--- src/rtl/slcorr_ram.sv ---
`timescale 1ns / 1ps

module slcorr_ram #(
    parameter int DEPTH = 256,
    parameter int WIDTH = 16,
    parameter int AW    = 8
) (
    input  logic             clk,
    input  logic             we,
    input  logic [AW-1:0]    waddr,
    input  logic [WIDTH-1:0] wdata,
    input  logic             re,
    input  logic [AW-1:0]    raddr,
    output logic [WIDTH-1:0] rdata
);

    logic [WIDTH-1:0] mem_reg [DEPTH];
    logic [WIDTH-1:0] rdata_reg;

    // write port
    always_ff @(posedge clk)
    begin
        if (we)
        begin
            mem_reg[waddr] <= wdata;
        end
    end

    // registered read port
    always_ff @(posedge clk)
    begin
        if (re)
        begin
            rdata_reg <= mem_reg[raddr];
        end
    end

    assign rdata = rdata_reg;

endmodule

--- config.mk ---
export PLATFORM = sky130hd
export DESIGN_NAME = slcorr_ram
export DESIGN_NICKNAME = d
export VERILOG_FILES = /design/src/rtl/slcorr_ram.sv
export SDC_FILE = /design/constraint.sdc
export NUM_CORES = 2
export LEC_CHECK = 0
export BUFFER_PORTS_ARGS = -buffer_cell sky130_fd_sc_hd__buf_2
export CAP_MARGIN = 20
export CORE_AREA = 5 5 594 596
export CTS_CLUSTER_DIAMETER = 50
export CTS_CLUSTER_SIZE = 14
export DETAILED_ROUTE_END_ITERATION = 16
export DIE_AREA = 0 0 599 601
export SLEW_MARGIN = 40
export SYNTH_ARGS = -nofsm -noshare
export SYNTH_HDL_FRONTEND = slang
export SYNTH_SLANG_ARGS = --single-unit
--- constraint.sdc ---
create_clock -name clk -period 3.2 [get_ports clk]
set_input_delay 0.32 -clock clk [delete_from_list [all_inputs] [get_ports clk]]
set_output_delay 0.32 -clock clk [all_outputs]
set_load 0.02 [all_outputs]
==> reports/metrics.cfg <==
[yosys]
synth_cells=7360
synth_edf_count=4112
avgSynthCellArea_um2=21.6
yosysUniqueCellTypes=51
syn_nets=7395
synthArstFlopShare_pct=0
ys_seq_elements=4112
ys_seq_area_share_pct=77.7
synthFlopType=edfxtp_1
synthesis.area_mm2=0.159
yosysWarnings=0

[global_route]
grt_pass1_wl_um=622000
grt_max_degree=120
antenna_found_initial=26
grt_pass1_vias=81165
gr-total-overflow=0
grt_use_total_pct=24.1

[routing]
remaining_drc_errors=0
vias_per_cell=6.13
ant_nets=0
drt_wl_total_um=439000
wl_per_cell_um=33.2
num_vias=81272
drtIter0Drc=10169
dr.pass1.iters=6

[critical_path]
critPathBufInv=2
critPathTopFamily=compound AO/OA/AOI/OAI gates
r2r-end=rdata[5]
crit_top_cell=buf_4
r2r_slack_ns=0.1
crit_path_start_kind=register
r2r_cells=8
cp_cell_sequence=mux4_2, mux2_2, a221oi_1, o31ai_1, buf_4, o32ai_2, buf_4, nor4_1
critPathMaxStageDelay_ns=0.63
worstPathArrival_ns=3.84
setup.worst_path.class=register to register
endpoint_kind=register
reg2reg_from=mem_reg[130][5]
cp_slowest_cell=a221oi_1
cp.depth=8
cp.required_ns=3.93
critPathMaxFanout=1

[final_layout]
fin_nets=8381
drive_above_1_share_pct=30.6
final_common_cell=edfxtp_1
fillers=26529
fin_area_mm2=0.185
largest_reg_flops=4096
layout_common_cells=4112 x edfxtp_1, 818 x buf_4, 797 x mux4_2
fin_cells=13252
syn_to_final_growth_pct=16.7

[worst_hold_path]
hold-path-endpoint=mem_reg[176][12]
min_path_cells=3
hold_start=waddr[4]
hold_class=input pin to register

[floorplanning]
core_mm2=0.348
initial_core_util_pct=45.7
die_h_um=601
die_area_mm2=0.360
boundaryPins=51
fp.dieW_um=599
std_cell_rows=217

[power_and_ir_drop]
power.density_mw_per_mm2=616
p_sw_share_pct=21.7
seqPwrFrac_pct=52.0
vdd_drop_max_uv=479
p_switching_mw=24.8
leakage_nw=59.9
clockPowerShare_pct=42.5
p_comb_share_pct=5.5
intPower_mw=89.4

[sta]
setup_viol=0
max_freq_mhz=322
drv_slew=0
fin_ws_ns=0.0958
min_period_over_period_pct=97.0
finalCriticalPeriod_ns=3.10
hold_viol=0
max_slew.worst_pin.slew_ns=0.907
rsz0062_at_grt=no
skew_ns=0.0431
relSlewSlack_pct=39.5
tns_ns=0

[placed_design]
place_inst=12513
gp_congestion=0.875
place_area_mm2=0.172
post-place-ws_ns=-0.864
io_buffers=50
hpwl_um=272000

[clock_network]
clkTransAtPathRegs_ns=0.06
numCtsBuffers=410
clkLatencyLatePin_ns=0.97
postCtsSetupRepairBufs=0
cts_sinks=4112
cts_htree_levels=5
cts_buffer_depth=4
cts_tree=done
cts-root-buf=clkbuf_16

[status]
status=finished, final reports clean

[job]
drv_cap=0

[kinds of logic after synthesis]
group                  count (synthesis)  synth area share [%]
buffers and inverters                456                  1.69
AOI/OAI and AO/OA                    786                  3.53
DFF                                 4112                  77.7
muxes                               1450                  15.5
and+or+nand+nor                      556                  1.57
[worst reg2reg max path: cells and delay by family, from the launching register on]
kind | cells | cell delay (ns)
compound gates | 3 | 1.25
buf+inv | 2 | 0.43
flops | 1 | 0.39
mux | 2 | 0.76
simple gates | 1 | 0.05
[layer usage]
layer / global-route usage, % / wire length [µm]
met5: 0 / 12
met4: 6.88 / 14000
met3: 4.01 / 34700
met2: 39.0 / 214000
met1: 34.2 / 177000
[worst max-delay path by stage]
stage,start,end
finish,mem_reg[130][5],rdata[5]
global route,mem_reg[138][13],rdata[13]
CTS,mem_reg[143][11],rdata[11]
detailed placement,raddr[0],rdata[1]
global placement,raddr[0],rdata[6]
floorplan,raddr[0],rdata[4]
[synthesized netlist by cell type (9+ instances only)]
library cell | number | share of area, %
o31ai_1 | 16 | 0.076
nor4_1 | 17 | 0.067
nand3_1 | 35 | 0.11
buf_4 | 26 | 0.12
a211oi_1 | 18 | 0.085
buf_2 | 76 | 0.24
nor2b_1 | 9 | 0.035
a22o_1 | 32 | 0.18
mux2_2 | 88 | 0.62
a221oi_1 | 28 | 0.15
and3_1 | 11 | 0.043
nor3_1 | 92 | 0.29
mux4_2 | 797 | 11
a21oi_1 | 175 | 0.55
nor2_1 | 304 | 0.72
o32ai_1 | 20 | 0.11
mux2i_1 | 565 | 3.6
o21ai_0 | 37 | 0.12
clkbuf_1 | 230 | 0.54
o221ai_1 | 252 | 1.4
buf_8 | 11 | 0.10
a22oi_1 | 43 | 0.20
nand2_1 | 38 | 0.090
buf_6 | 77 | 0.55
buf_1 | 27 | 0.064
o22ai_1 | 148 | 0.58
nand4_1 | 26 | 0.10
edfxtp_1 | 4112 | 78
[area by class of cell]
cell class                      instances  area (µm²)  share of cell area (%)
Clock inverter                        262        3020                    1.63
Clock buffer                          445       10500                    5.66
Timing Repair Buffer                 1026        9600                    5.18
Antenna cell                           12        30.0                  0.0162
Multi-Input combinational cell       2792       33000                    17.8
Tap cell                             4599        5750                    3.10
Sequential cell                      4112      123000                    66.6
Inverter                                4        27.5                  0.0148
[power groups by stage]
stage               logic [mW]  clock network [mW]  registers (mW)
floorplan                 2.93                   0            60.6
global placement          6.15                   0            60.6
detailed placement        6.26                   0            60.6
CTS                       6.29                49.3            59.5
global route              6.55                51.6            59.4
finish                    6.28                48.5            59.5
[through the flow]
step                      utilization, %  hold slack (ns)  power, mW
after floorplan                        -            0.419       63.5
after global placement              49.4            0.734       66.8
after detailed placement            49.4            0.731       66.9
after CTS                           53.3           0.0757        115
after global routing                53.4            0.166        118
final                               53.4            0.169        114
[timing repair]
action	4_1_cts	5_1_grt
hold buffers	17	0
hold endpoints to repair	1030	0
endpoints found under the setup margin	1	1
gates resized for setup	1	1
(Power assumes the default switching activity.)
