File: config.mk
export PLATFORM = sky130hd
export DESIGN_NAME = slcorr_mac
export DESIGN_NICKNAME = d
export VERILOG_FILES = /design/src/rtl/slcorr_pkg.sv /design/src/rtl/slcorr_mac.sv
export SDC_FILE = /design/constraint.sdc
export NUM_CORES = 1
export LEC_CHECK = 0
export BUFFER_PORTS_ARGS = -buffer_cell sky130_fd_sc_hd__buf_2
export CAP_MARGIN = 20
export CELL_PAD_IN_SITES_DETAIL_PLACEMENT = 0
export CELL_PAD_IN_SITES_GLOBAL_PLACEMENT = 1
export CORE_MARGIN = 8
export CORE_UTILIZATION = 49
export CTS_CLUSTER_SIZE = 20
export DETAILED_ROUTE_END_ITERATION = 10
export PLACE_DENSITY = 0.86
export SLEW_MARGIN = 20
export SYNTH_ARGS = -nofsm -noshare
export SYNTH_HDL_FRONTEND = slang
export SYNTH_SLANG_ARGS = --single-unit
File: constraint.sdc
create_clock -name clk -period 7.9 [get_ports clk]
set_input_delay 1.58 -clock clk [delete_from_list [all_inputs] [get_ports clk]]
set_output_delay 1.58 -clock clk [all_outputs]
set_load 0.01 [all_outputs]
File: src/rtl/slcorr_pkg.sv
`timescale 1ns / 1ps

package slcorr_pkg;

    // field widths fixed by the interface
    localparam int SAMPLE_W  = 16;
    localparam int PROD_W    = 2 * SAMPLE_W;
    localparam int ACC_W     = 64;
    localparam int TAPCNT_W  = 9;
    localparam int POS_W     = 8;
    localparam int OP_W      = 2;

    // configuration port
    localparam int APB_ADDR_W = 3;
    localparam int APB_DATA_W = 32;
    localparam logic [APB_ADDR_W-3:0] REG_TAP_COUNT = '0;
    localparam logic [TAPCNT_W-1:0] TAP_COUNT_RESET = 9'd256;

    // transaction opcodes
    typedef enum logic [OP_W-1:0] {
        OP_SAMPLE = 2'd0,
        OP_LOAD   = 2'd1,
        OP_CLEAR  = 2'd2
    } op_t;

    // sequencer states
    typedef enum logic [1:0] {
        ST_CLEAR,
        ST_IDLE,
        ST_RUN,
        ST_DRAIN
    } state_t;

    // control from sequencer to multiply-accumulate unit
    typedef struct packed {
        logic start;
        logic valid;
        logic first;
    } mac_ctl_t;

endpackage

File: src/rtl/slcorr_mac.sv
`timescale 1ns / 1ps

module slcorr_mac
    import slcorr_pkg::*;
(
    input  logic                       clk,
    input  logic                       rst_n,
    input  mac_ctl_t                   ctl,
    input  logic signed [SAMPLE_W-1:0] sample,
    input  logic signed [SAMPLE_W-1:0] tap_data,
    input  logic signed [SAMPLE_W-1:0] hist_data,
    output logic signed [ACC_W-1:0]    acc,
    output logic                       busy
);

    mac_ctl_t                   ctl_d_reg;
    logic                       prod_valid_reg;
    logic signed [PROD_W-1:0]   prod_reg;
    logic signed [PROD_W-1:0]   prod_next;
    logic signed [SAMPLE_W-1:0] opnd;
    logic signed [ACC_W-1:0]    acc_reg;

    // align control with the memory read data
    always_ff @(posedge clk or negedge rst_n)
    begin
        if (!rst_n)
        begin
            ctl_d_reg      <= '0;
            prod_valid_reg <= 1'b0;
        end
        else
        begin
            ctl_d_reg      <= ctl;
            prod_valid_reg <= ctl_d_reg.valid;
        end
    end

    // tap 0 pairs with the new sample, later taps with history
    always_comb
    begin
        opnd      = ctl_d_reg.first ? sample : hist_data;
        prod_next = tap_data * opnd;
    end

    always_ff @(posedge clk)
    begin
        prod_reg <= prod_next;
    end

    // accumulate stage
    always_ff @(posedge clk)
    begin
        if (ctl.start)
        begin
            acc_reg <= '0;
        end
        else if (prod_valid_reg)
        begin
            acc_reg <= acc_reg + ACC_W'(prod_reg);
        end
    end

    assign acc  = acc_reg;
    assign busy = ctl_d_reg.valid | prod_valid_reg;

endmodule

==> impl_metrics.prom, run 1 <==
# TYPE chip_impl_metric gauge
chip_impl_info{name="worst_setup_sp",value="sample[6]"} 1
chip_impl_metric{name="regToRegSetupSlack",unit="ns"} 0.82
chip_impl_metric{name="final.min_clock_period",unit="ns"} 7.59
chip_impl_info{name="critical_path.slowest_cell",value="sky130_fd_sc_hd__fa_1"} 1
chip_impl_info{name="setup.worst_path.start_class",value="input port"} 1
chip_impl_metric{name="drtPass1Iterations",unit=""} 5
chip_impl_info{name="clk_root_buffer_cell",value="sky130_fd_sc_hd__clkbuf_16"} 1
chip_impl_metric{name="hold_viol",unit=""} 0
chip_impl_metric{name="worst_setup_hold_path_clk_slew",unit="ns"} 0.06
chip_impl_metric{name="cts_num_sinks",unit=""} 99
chip_impl_metric{name="floorplan.io_pins",unit=""} 118
chip_impl_metric{name="timing.slew.headroom",unit=""} 0.471
chip_impl_info{name="hp-class",value="flip-flop to flip-flop"} 1
chip_impl_metric{name="post-route-worst-setup-slack",unit="ns"} 0.314
chip_impl_info{name="crit_path_end",value="prod_reg[30]"} 1
chip_impl_metric{name="r2r.worst_path.cells",unit=""} 27
chip_impl_metric{name="ratio_of_final_minimum_period_to_clock_period",unit=""} 0.960
chip_impl_metric{name="num_rows",unit=""} 67
chip_impl_metric{name="num-fill-cells",unit=""} 3176
chip_impl_info{name="crit-reg2reg-launch",value="ctl_d_reg[0]"} 1
chip_impl_metric{name="routability_congestion_estimate",unit=""} 0.892
chip_impl_metric{name="final.hold.worst_slack",unit="ns"} 0.373
chip_impl_metric{name="clock_latency_at_the_later_pin_of_the_worst_skew_pair",unit="ns"} 0.35
chip_impl_metric{name="maxClockFrequency",unit="MHz"} 132
chip_impl_metric{name="final_net_count",unit=""} 2443
chip_impl_metric{name="first_global_vias",unit=""} 13900
chip_impl_metric{name="syn_to_final_growth",unit="%"} 8.56
chip_impl_metric{name="antenna_violating_nets_left",unit=""} 0
chip_impl_metric{name="ys_seq_area_frac",unit=""} 0.119
chip_impl_metric{name="dr_total_vias",unit=""} 12800
chip_impl_metric{name="place_hpwl",unit="um"} 33000
chip_impl_metric{name="cap_viol_max_count",unit=""} 0
chip_impl_metric{name="post_synth_instance_area",unit="um^2"} 16700
chip_impl_info{name="synthFlopType",value="sky130_fd_sc_hd__dfxtp_1"} 1
chip_impl_metric{name="numCtsBuffers",unit=""} 9
chip_impl_metric{name="cpPeakStageDelay",unit="ns"} 0.54
chip_impl_info{name="synth_top_cells_by_area",value="sky130_fd_sc_hd__fa_1 (31%), sky130_fd_sc_hd__dfxtp_1 (11%), sky130_fd_sc_hd__ha_1 (11%)"} 1
chip_impl_metric{name="core_region_area",unit="um^2"} 33600
chip_impl_metric{name="design_area",unit="um^2"} 18200
chip_impl_metric{name="detailed_route_vias_per_instance",unit=""} 5.27
chip_impl_info{name="tritoncts_clock_tree",value="done"} 1
chip_impl_metric{name="grt_start_max_net_pins",unit=""} 79
chip_impl_metric{name="synthesis.yosys.warnings",unit=""} 0
chip_impl_metric{name="drt_iter0_drc",unit=""} 698
chip_impl_metric{name="drc_errors",unit=""} 0
chip_impl_metric{name="port-buffer-count",unit=""} 117
chip_impl_metric{name="synthesis.instances",unit=""} 1893
chip_impl_metric{name="postSynthAreaPerCell",unit="um^2"} 8.84
chip_impl_metric{name="start_util",unit=""} 0.498
chip_impl_info{name="grt_setup_unrepaired",value="no"} 1
chip_impl_metric{name="grt_pass1_wl",unit="um"} 67100
chip_impl_metric{name="arrival",unit="ns"} 7.81
chip_impl_metric{name="worst_pin_slew",unit="ns"} 0.794
chip_impl_metric{name="insertedDiodeCount",unit=""} 0
chip_impl_info{name="netlist_top_cells_count",value="sky130_fd_sc_hd__inv_1 (333), sky130_fd_sc_hd__fa_1 (263), sky130_fd_sc_hd__nand2_1 (173), sky130_fd_sc_hd__ha_1 (145), sky130_fd_sc_hd__nor2_1 (106)"} 1
chip_impl_metric{name="fin_setup_tns",unit="ns"} 0
chip_impl_info{name="worstSetupPathType",value="input port to flip-flop"} 1
chip_impl_metric{name="holdBufCountCts",unit=""} 0
chip_impl_metric{name="cts_htree_levels",unit=""} 3
chip_impl_info{name="yosysMostFrequentCell",value="sky130_fd_sc_hd__inv_1"} 1
chip_impl_metric{name="synth-seq-cells",unit=""} 99
chip_impl_metric{name="layout-drive-gt1-share",unit=""} 0.105
chip_impl_metric{name="critical_path_required",unit="ns"} 8.13
chip_impl_metric{name="dpl_cell_area",unit="um^2"} 17900
chip_impl_metric{name="die-area",unit="um^2"} 40300
chip_impl_metric{name="flip_flop_count_of_the_largest_register_after_layout",unit=""} 64
chip_impl_metric{name="grt_usage",unit=""} 0.196
chip_impl_metric{name="cts_setup_buffers",unit=""} 0
chip_impl_metric{name="final_routed_wire_length_divided_by_cell_count",unit="um"} 16.0
chip_impl_metric{name="die_w",unit="um"} 201
chip_impl_metric{name="antenna_found_initial",unit=""} 0
chip_impl_info{name="worst_setup_path_end_kind",value="flip-flop"} 1
chip_impl_metric{name="setup_violating_endpoint_count_in_the_final_report",unit=""} 0
chip_impl_info{name="netlist.top_cell.by_area",value="sky130_fd_sc_hd__fa_1"} 1
chip_impl_metric{name="synthArstFlopShare",unit=""} 0.0303
chip_impl_metric{name="die_h",unit="um"} 201
chip_impl_metric{name="routed_wirelength",unit="um"} 38900
chip_impl_metric{name="placement.setup.worst_slack",unit="ns"} -0.0599
chip_impl_metric{name="drv_slew",unit=""} 0
chip_impl_info{name="worstReg2RegEnd",value="prod_reg[30]"} 1
chip_impl_metric{name="cts_max_path_buffers",unit=""} 2
chip_impl_metric{name="grt_overflow",unit=""} 0
chip_impl_metric{name="critPathMaxFanout",unit=""} 3
chip_impl_metric{name="synthesized_net_count",unit=""} 2354
chip_impl_metric{name="synth_enable_flop_cells",unit=""} 0
chip_impl_metric{name="ys_types",unit=""} 82
chip_impl_metric{name="synth_top_area_frac",unit=""} 0.315
chip_impl_metric{name="finalClockSkew",unit="ns"} 0.00932
chip_impl_info{name="status",value="completed"} 1
layer usage:
| layer | vias up | share of wire | track usage |
|---|---|---|---|
| met5 | - | 0 | 0 |
| met4 | 0 | 0.013 | 0.0413 |
| met3 | 29 | 0.045 | 0.0297 |
| met2 | 262 | 0.47 | 0.337 |
| met1 | 6317 | 0.47 | 0.259 |
| li1 | 6228 | - | - |
what timing repair did:
item                       CTS  global route
hold endpoints to repair     0             0
setup endpoints to repair    0             1
gates resized for setup      0             1
worst min-delay path by stage:
stage,from,end,cells after the start
after floorplan,ctl_d_reg[1],prod_valid_reg,0
after global placement,ctl_d_reg[1],prod_valid_reg,0
after detailed placement,ctl_d_reg[1],prod_valid_reg,0
after CTS,ctl_d_reg[1],prod_valid_reg,0
after global routing,ctl_d_reg[1],prod_valid_reg,0
final,ctl_d_reg[1],prod_valid_reg,0
logic make-up (layout without fill, tap and decap cells):
family,count (synthesis),count (layout),share of synthesized area
flops,99,99,0.119
simple gates,517,517,0.153
xor+xnor,92,92,0.0481
fa+ha+maj,408,408,0.423
compound gates,307,307,0.126
mux,63,63,0.0386
buf+inv,407,500,0.0924
through the flow:
step	instances	utilization
final	2434	0.541
after CTS	2434	0.540
after global routing	2434	0.541
after global placement	2419	0.531
after floorplan	1893	-
after detailed placement	2419	0.531
cells in the final DEF, fill, tap and decap left out, types with 50 or more instances in the layout:
cell type                 netlist  layout
sky130_fd_sc_hd__a21oi_1       94      94
sky130_fd_sc_hd__buf_2          5     117
sky130_fd_sc_hd__inv_1        333     333
sky130_fd_sc_hd__and2_1        82      82
sky130_fd_sc_hd__ha_1         145     145
sky130_fd_sc_hd__mux2i_1       51      51
sky130_fd_sc_hd__nor2b_1       50      50
sky130_fd_sc_hd__nor2_1       106     106
sky130_fd_sc_hd__xnor2_1       64      64
sky130_fd_sc_hd__fa_1         263     263
sky130_fd_sc_hd__dfxtp_1       96      96
sky130_fd_sc_hd__nand2_1      173     173
worst max-delay path: cells and delay by family:
| family | cells | cell delay [ns] |
|---|---|---|
| xor+xnor | 1 | 0.15 |
| mux | 1 | 0.27 |
| compound gates | 9 | 1.95 |
| buf+inv | 7 | 0.40 |
| fa+ha+maj | 7 | 3.23 |
| simple gates | 2 | 0.25 |
layout make-up:
cell class                      instances  area [um^2]  share of cell area
Clock inverter                          4         76.3             0.00420
Tap cell                              448          561              0.0308
Multi-Input combinational cell       1387        13200               0.727
Inverter                              333         1250              0.0688
Sequential cell                        99         2000               0.110
Clock buffer                           11          233              0.0128
Timing Repair Buffer                  152          848              0.0467
Power of run 1 is left out: the tool's default activity adds up to more than one toggle a clock period on the data nets, which glitch-free logic cannot reach.
==> run 2: changes to the inputs <==
--- a/config.mk
+++ b/config.mk
@@ -13,7 +13,7 @@
 export CORE_UTILIZATION = 49
 export CTS_CLUSTER_SIZE = 20
 export DETAILED_ROUTE_END_ITERATION = 10
-export PLACE_DENSITY = 0.86
+export PLACE_DENSITY = 0.84
 export SLEW_MARGIN = 20
 export SYNTH_ARGS = -nofsm -noshare
 export SYNTH_HDL_FRONTEND = slang
==> impl_metrics.prom, run 2 (synthesized netlist as in run 1, its figures left out) <==
# TYPE chip_impl_metric gauge
chip_impl_metric{name="die_h",unit="um"} 201
chip_impl_info{name="worst_setup_path_end_kind",value="flip-flop"} 1
chip_impl_info{name="mostFrequentLayoutCell",value="sky130_fd_sc_hd__inv_1"} 1
chip_impl_metric{name="cts_num_sinks",unit=""} 99
chip_impl_metric{name="insertedDiodeCount",unit=""} 0
chip_impl_metric{name="arrival",unit="ns"} 7.72
chip_impl_metric{name="timing.slew.headroom",unit=""} 0.413
chip_impl_metric{name="drc_errors",unit=""} 0
chip_impl_info{name="setup.worst_path.start_class",value="input port"} 1
chip_impl_info{name="layout_common_cells",value="sky130_fd_sc_hd__inv_1 (333), sky130_fd_sc_hd__fa_1 (263), sky130_fd_sc_hd__nand2_1 (173), sky130_fd_sc_hd__ha_1 (145), sky130_fd_sc_hd__buf_2 (117)"} 1
chip_impl_metric{name="die-area",unit="um^2"} 40300
chip_impl_info{name="tritoncts_clock_tree",value="done"} 1
chip_impl_metric{name="start_util",unit=""} 0.498
chip_impl_metric{name="critPathMaxFanout",unit=""} 15
chip_impl_metric{name="post-route-worst-setup-slack",unit="ns"} 0.413
chip_impl_metric{name="final_routed_wire_length_divided_by_cell_count",unit="um"} 16.1
chip_impl_metric{name="worst_pin_slew",unit="ns"} 0.876
chip_impl_metric{name="cts_max_path_buffers",unit=""} 2
chip_impl_metric{name="drv_slew",unit=""} 0
chip_impl_metric{name="drt_iter0_drc",unit=""} 571
chip_impl_metric{name="critical_path_required",unit="ns"} 8.13
chip_impl_metric{name="grt_pass1_wl",unit="um"} 67600
chip_impl_metric{name="holdBufCountCts",unit=""} 0
chip_impl_metric{name="cpPeakStageDelay",unit="ns"} 0.52
chip_impl_info{name="worstSetupPathType",value="input port to flip-flop"} 1
chip_impl_metric{name="floorplan.io_pins",unit=""} 118
chip_impl_metric{name="setup_violating_endpoint_count_in_the_final_report",unit=""} 0
chip_impl_metric{name="antenna_violating_nets_left",unit=""} 0
chip_impl_metric{name="placement.setup.worst_slack",unit="ns"} 0.0461
chip_impl_metric{name="routed_wirelength",unit="um"} 39400
chip_impl_info{name="clk_root_buffer_cell",value="sky130_fd_sc_hd__clkbuf_16"} 1
chip_impl_metric{name="core_region_area",unit="um^2"} 33600
chip_impl_metric{name="m1WireLength",unit="um"} 18400
chip_impl_metric{name="detailed_route_vias_per_instance",unit=""} 5.29
chip_impl_metric{name="grt_overflow",unit=""} 0
chip_impl_metric{name="port-buffer-count",unit=""} 117
chip_impl_metric{name="die_w",unit="um"} 201
chip_impl_metric{name="layout-drive-gt1-share",unit=""} 0.108
chip_impl_info{name="hp-class",value="flip-flop to flip-flop"} 1
chip_impl_info{name="top_signal_layer_used",value="met4"} 1
chip_impl_metric{name="fin_setup_tns",unit="ns"} 0
chip_impl_metric{name="finalClockSkew",unit="ns"} 0.00852
chip_impl_metric{name="cts_htree_levels",unit=""} 3
chip_impl_info{name="critical_path.slowest_cell",value="sky130_fd_sc_hd__fa_1"} 1
chip_impl_metric{name="metal2_wl",unit="um"} 18700
chip_impl_metric{name="num_rows",unit=""} 67
chip_impl_metric{name="final.min_clock_period",unit="ns"} 7.49
chip_impl_metric{name="grt_usage",unit=""} 0.198
chip_impl_metric{name="flip_flop_count_of_the_largest_register_after_layout",unit=""} 64
chip_impl_metric{name="syn_to_final_growth",unit="%"} 8.81
chip_impl_metric{name="numCtsBuffers",unit=""} 9
chip_impl_metric{name="routability_congestion_estimate",unit=""} 0.878
chip_impl_metric{name="maxClockFrequency",unit="MHz"} 134
chip_impl_metric{name="cap_viol_max_count",unit=""} 0
chip_impl_metric{name="place_hpwl",unit="um"} 33200
chip_impl_metric{name="met3WireLength",unit="um"} 1620
chip_impl_metric{name="worst_setup_hold_path_clk_slew",unit="ns"} 0.07
chip_impl_metric{name="cts_repair_resize_count",unit=""} 0
chip_impl_metric{name="grt_start_max_net_pins",unit=""} 79
chip_impl_metric{name="cts_setup_buffers",unit=""} 0
chip_impl_metric{name="antenna_found_initial",unit=""} 0
chip_impl_info{name="crit_path_frequent_cell",value="sky130_fd_sc_hd__fa_1"} 1
chip_impl_info{name="status",value="completed"} 1
chip_impl_metric{name="final_net_count",unit=""} 2450
chip_impl_metric{name="hold_viol",unit=""} 0
chip_impl_metric{name="drtPass1Iterations",unit=""} 5
chip_impl_metric{name="first_global_vias",unit=""} 14000
chip_impl_metric{name="clock_latency_at_the_later_pin_of_the_worst_skew_pair",unit="ns"} 0.35
chip_impl_metric{name="fin_util",unit=""} 0.542
chip_impl_metric{name="ratio_of_final_minimum_period_to_clock_period",unit=""} 0.948
chip_impl_metric{name="dr_total_vias",unit=""} 12900
chip_impl_info{name="grt_setup_unrepaired",value="no"} 1
run 2: area by class of cell:
class | instances | area, um^2
well taps | 448 | 561
fillers | 3110 | 15400
repair buffers | 159 | 901
inverters | 333 | 1250
clock inverters | 5 | 62.6
multi-input cells | 1387 | 13200
flip-flops and latches | 99 | 2000
clock buffers | 11 | 243
run 2: worst paths after layout:
kind	from	slack [ns]	cells past startpoint	endpoint
min in group asynchronous	rst_n	1.01	1	prod_valid_reg
worst max register to register	ctl_d_reg[0]	0.96	26	prod_reg[30]
max in group asynchronous	rst_n	6.77	1	prod_valid_reg
worst max-delay path	sample[6]	0.41	26	prod_reg[30]
worst min-delay path	ctl_d_reg[1]	0.38	0	prod_valid_reg
worst min register to register	ctl_d_reg[1]	0.38	0	prod_valid_reg
run 2: stage by stage:
| stage | cells | hold WS (ns) | cell area (um^2) |
|---|---|---|---|
| 6_report | 2442 | 0.380 | 18200 |
| 5_1_grt | 2442 | 0.382 | 18200 |
| 4_1_cts | 2442 | 0.379 | 18200 |
| 3_5_place_dp | 2426 | 0.364 | 17900 |
| 3_3_place_gp | 2426 | 0.350 | 17900 |
| 2_1_floorplan | 1893 | 0.346 | 16700 |
run 2: per-layer routing:
layer / up-vias / global-route usage
met3: 48 / 0.0202
met2: 302 / 0.341
met5: - / 0
met4: 0 / 0.0544
li1: 6265 / -
met1: 6309 / 0.262
run 2: worst max-delay path: cells and delay by family:
kind | cells | cell delay, ns
AO/OA/AOI/OAI | 9 | 1.85
XOR/XNOR | 1 | 0.15
adder cells (fa/ha/maj) | 7 | 3.12
buffers and inverters | 6 | 0.48
multiplexers | 1 | 0.27
AND/OR/NAND/NOR | 2 | 0.26
Power of run 2 is left out for the same reason.
==> run 3: changes to the inputs <==
==> constraint.sdc (replaced) <==
create_clock -name clk -period 8.1 [get_ports clk]
set_input_delay 0.405 -clock clk [delete_from_list [all_inputs] [get_ports clk]]
set_output_delay 0.405 -clock clk [all_outputs]
set_load 0.01 [all_outputs]
==> impl_metrics.prom, run 3 (synthesized netlist as in run 1, its figures left out) <==
# TYPE chip_impl_metric gauge
chip_impl_metric{name="place_hpwl",unit="um"} 33700
chip_impl_info{name="worst_setup_path_end_kind",value="flip-flop"} 1
chip_impl_metric{name="cts_htree_levels",unit=""} 3
chip_impl_metric{name="routability_congestion_estimate",unit=""} 0.908
chip_impl_metric{name="dr_total_vias",unit=""} 12800
chip_impl_metric{name="cts_repair_resize_count",unit=""} 0
chip_impl_metric{name="detailed_route_vias_per_instance",unit=""} 5.32
chip_impl_metric{name="final_routed_wire_length_divided_by_cell_count",unit="um"} 16.9
chip_impl_metric{name="timing.slew.headroom",unit=""} 0.359
chip_impl_metric{name="fin_setup_tns",unit="ns"} 0
chip_impl_info{name="grt_setup_unrepaired",value="no"} 1
chip_impl_metric{name="drtPass1Iterations",unit=""} 5
chip_impl_metric{name="clock_latency_at_the_later_pin_of_the_worst_skew_pair",unit="ns"} 0.35
chip_impl_metric{name="ratio_of_final_minimum_period_to_clock_period",unit=""} 0.910
chip_impl_metric{name="maxClockFrequency",unit="MHz"} 136
chip_impl_metric{name="drc_errors",unit=""} 0
chip_impl_metric{name="num_rows",unit=""} 67
chip_impl_metric{name="final.min_clock_period",unit="ns"} 7.37
chip_impl_metric{name="core_region_area",unit="um^2"} 33600
chip_impl_info{name="clk_root_buffer_cell",value="sky130_fd_sc_hd__clkbuf_16"} 1
chip_impl_metric{name="floorplan.io_pins",unit=""} 118
chip_impl_metric{name="grt_pass1_wl",unit="um"} 68700
chip_impl_metric{name="insertedDiodeCount",unit=""} 0
chip_impl_metric{name="critPathMaxFanout",unit=""} 16
chip_impl_metric{name="critical_path_required",unit="ns"} 8.33
chip_impl_metric{name="syn_to_final_growth",unit="%"} 7.19
chip_impl_metric{name="antenna_violating_nets_left",unit=""} 0
chip_impl_info{name="mostFrequentLayoutCell",value="sky130_fd_sc_hd__inv_1"} 1
chip_impl_metric{name="setup_violating_endpoint_count_in_the_final_report",unit=""} 0
chip_impl_metric{name="finalClockSkew",unit="ns"} 0.0102
chip_impl_metric{name="drv_slew",unit=""} 0
chip_impl_metric{name="worst_setup_hold_path_clk_slew",unit="ns"} 0.07
chip_impl_info{name="layout_common_cells",value="sky130_fd_sc_hd__inv_1 (333), sky130_fd_sc_hd__fa_1 (263), sky130_fd_sc_hd__nand2_1 (173), sky130_fd_sc_hd__ha_1 (145), sky130_fd_sc_hd__buf_2 (117)"} 1
chip_impl_metric{name="grt_usage",unit=""} 0.203
chip_impl_info{name="status",value="completed"} 1
chip_impl_metric{name="drt_iter0_drc",unit=""} 627
chip_impl_metric{name="final.hold.worst_slack",unit="ns"} 0.158
chip_impl_metric{name="hold_viol",unit=""} 0
chip_impl_metric{name="antenna_found_initial",unit=""} 0
chip_impl_metric{name="arrival",unit="ns"} 7.60
chip_impl_info{name="setup.worst_path.start_class",value="flip-flop"} 1
chip_impl_metric{name="cts_num_sinks",unit=""} 99
chip_impl_metric{name="numCtsBuffers",unit=""} 9
chip_impl_info{name="hp-class",value="input port to flip-flop"} 1
chip_impl_metric{name="cts_setup_buffers",unit=""} 0
chip_impl_metric{name="final_net_count",unit=""} 2417
chip_impl_metric{name="die_w",unit="um"} 201
chip_impl_metric{name="flip_flop_count_of_the_largest_register_after_layout",unit=""} 64
chip_impl_metric{name="grt_overflow",unit=""} 0
chip_impl_info{name="tritoncts_clock_tree",value="done"} 1
chip_impl_metric{name="start_util",unit=""} 0.498
chip_impl_metric{name="routed_wirelength",unit="um"} 40600
chip_impl_metric{name="cap_viol_max_count",unit=""} 0
chip_impl_metric{name="cts_max_path_buffers",unit=""} 2
chip_impl_metric{name="port-buffer-count",unit=""} 117
chip_impl_metric{name="grt_start_max_net_pins",unit=""} 79
chip_impl_metric{name="die_h",unit="um"} 201
chip_impl_metric{name="worst_pin_slew",unit="ns"} 0.962
chip_impl_metric{name="die-area",unit="um^2"} 40300
chip_impl_info{name="worstSetupPathType",value="flip-flop to flip-flop"} 1
chip_impl_metric{name="layout-drive-gt1-share",unit=""} 0.0928
chip_impl_metric{name="first_global_vias",unit=""} 13500
==> run 3: changes by cell type in the layout (fill, tap and decap cells not counted), sizes merged <==
cell / before / now
buf: 159 / 125
inv: 333 / 334
bufinv: 1 / 0
dlygate4sd3: 0 / 1
==> run 3: path summary, 6_finish.rpt <==
path	startpoint	to	slack (ns)	cells past startpoint
worst min register to register	ctl_d_reg[1]	prod_valid_reg	0.37	0
worst min-delay path	ctl[1]	ctl_d_reg[1]	0.16	1
worst max register to register	ctl_d_reg[0]	prod_reg[31]	0.73	26
max in group asynchronous	rst_n	prod_valid_reg	7.52	2
min in group asynchronous	rst_n	ctl_d_reg[0]	0.41	2
worst max-delay path	ctl_d_reg[0]	prod_reg[31]	0.73	26
==> run 3: worst max-delay path: stages, from the launching register on <==
cell and delay, ns:
sky130_fd_sc_hd__dfrtp_1 0.65, sky130_fd_sc_hd__mux2_2 0.52, sky130_fd_sc_hd__and2_1 0.21, sky130_fd_sc_hd__fa_1 0.47
sky130_fd_sc_hd__inv_1 0.05, sky130_fd_sc_hd__fa_1 0.48, sky130_fd_sc_hd__inv_1 0.05, sky130_fd_sc_hd__fa_1 0.49
sky130_fd_sc_hd__inv_1 0.05, sky130_fd_sc_hd__fa_1 0.52, sky130_fd_sc_hd__inv_1 0.05, sky130_fd_sc_hd__fa_1 0.48
sky130_fd_sc_hd__inv_1 0.05, sky130_fd_sc_hd__fa_1 0.47, sky130_fd_sc_hd__inv_1 0.04, sky130_fd_sc_hd__ha_1 0.35
sky130_fd_sc_hd__a21o_1 0.18, sky130_fd_sc_hd__a21o_1 0.18, sky130_fd_sc_hd__a21o_1 0.19, sky130_fd_sc_hd__a21oi_1 0.13
sky130_fd_sc_hd__o21ai_0 0.08, sky130_fd_sc_hd__a31oi_1 0.26, sky130_fd_sc_hd__o32ai_1 0.20, sky130_fd_sc_hd__a221oi_1 0.60
sky130_fd_sc_hd__o31ai_1 0.17, sky130_fd_sc_hd__a21oi_1 0.21, sky130_fd_sc_hd__xnor2_1 0.09
==> run 3: layout make-up <==
cell class | instances | area [um^2]
clock buffers | 11 | 243
clock inverters | 5 | 37.5
fillers | 3121 | 15700
inverters | 333 | 1250
multi-input cells | 1387 | 13200
flip-flops and latches | 99 | 2000
well taps | 448 | 561
repair buffers | 126 | 656
==> run 3: layer usage <==
metal	share of wire	GRT usage
met5	0	0
met2	0.47	0.341
met3	0.055	0.0316
met4	0.018	0.0486
met1	0.46	0.273
==> run 3: per-stage QoR <==
step                setup slack, ns   util  cells  instance area (um^2)
floorplan                     0.857      -   1893                 16700
global placement              0.825  0.525   2392                 17700
detailed placement            0.767  0.525   2392                 17700
CTS                           0.727  0.534   2409                 17900
global route                  0.370  0.534   2409                 17900
finish                        0.733  0.534   2409                 17900
==> run 3: repair_timing <==
action	CTS	global route
hold buffers	1	0
endpoints found under the hold margin	3	0
setup endpoints to repair	0	0
Power of run 3 is left out for the same reason.
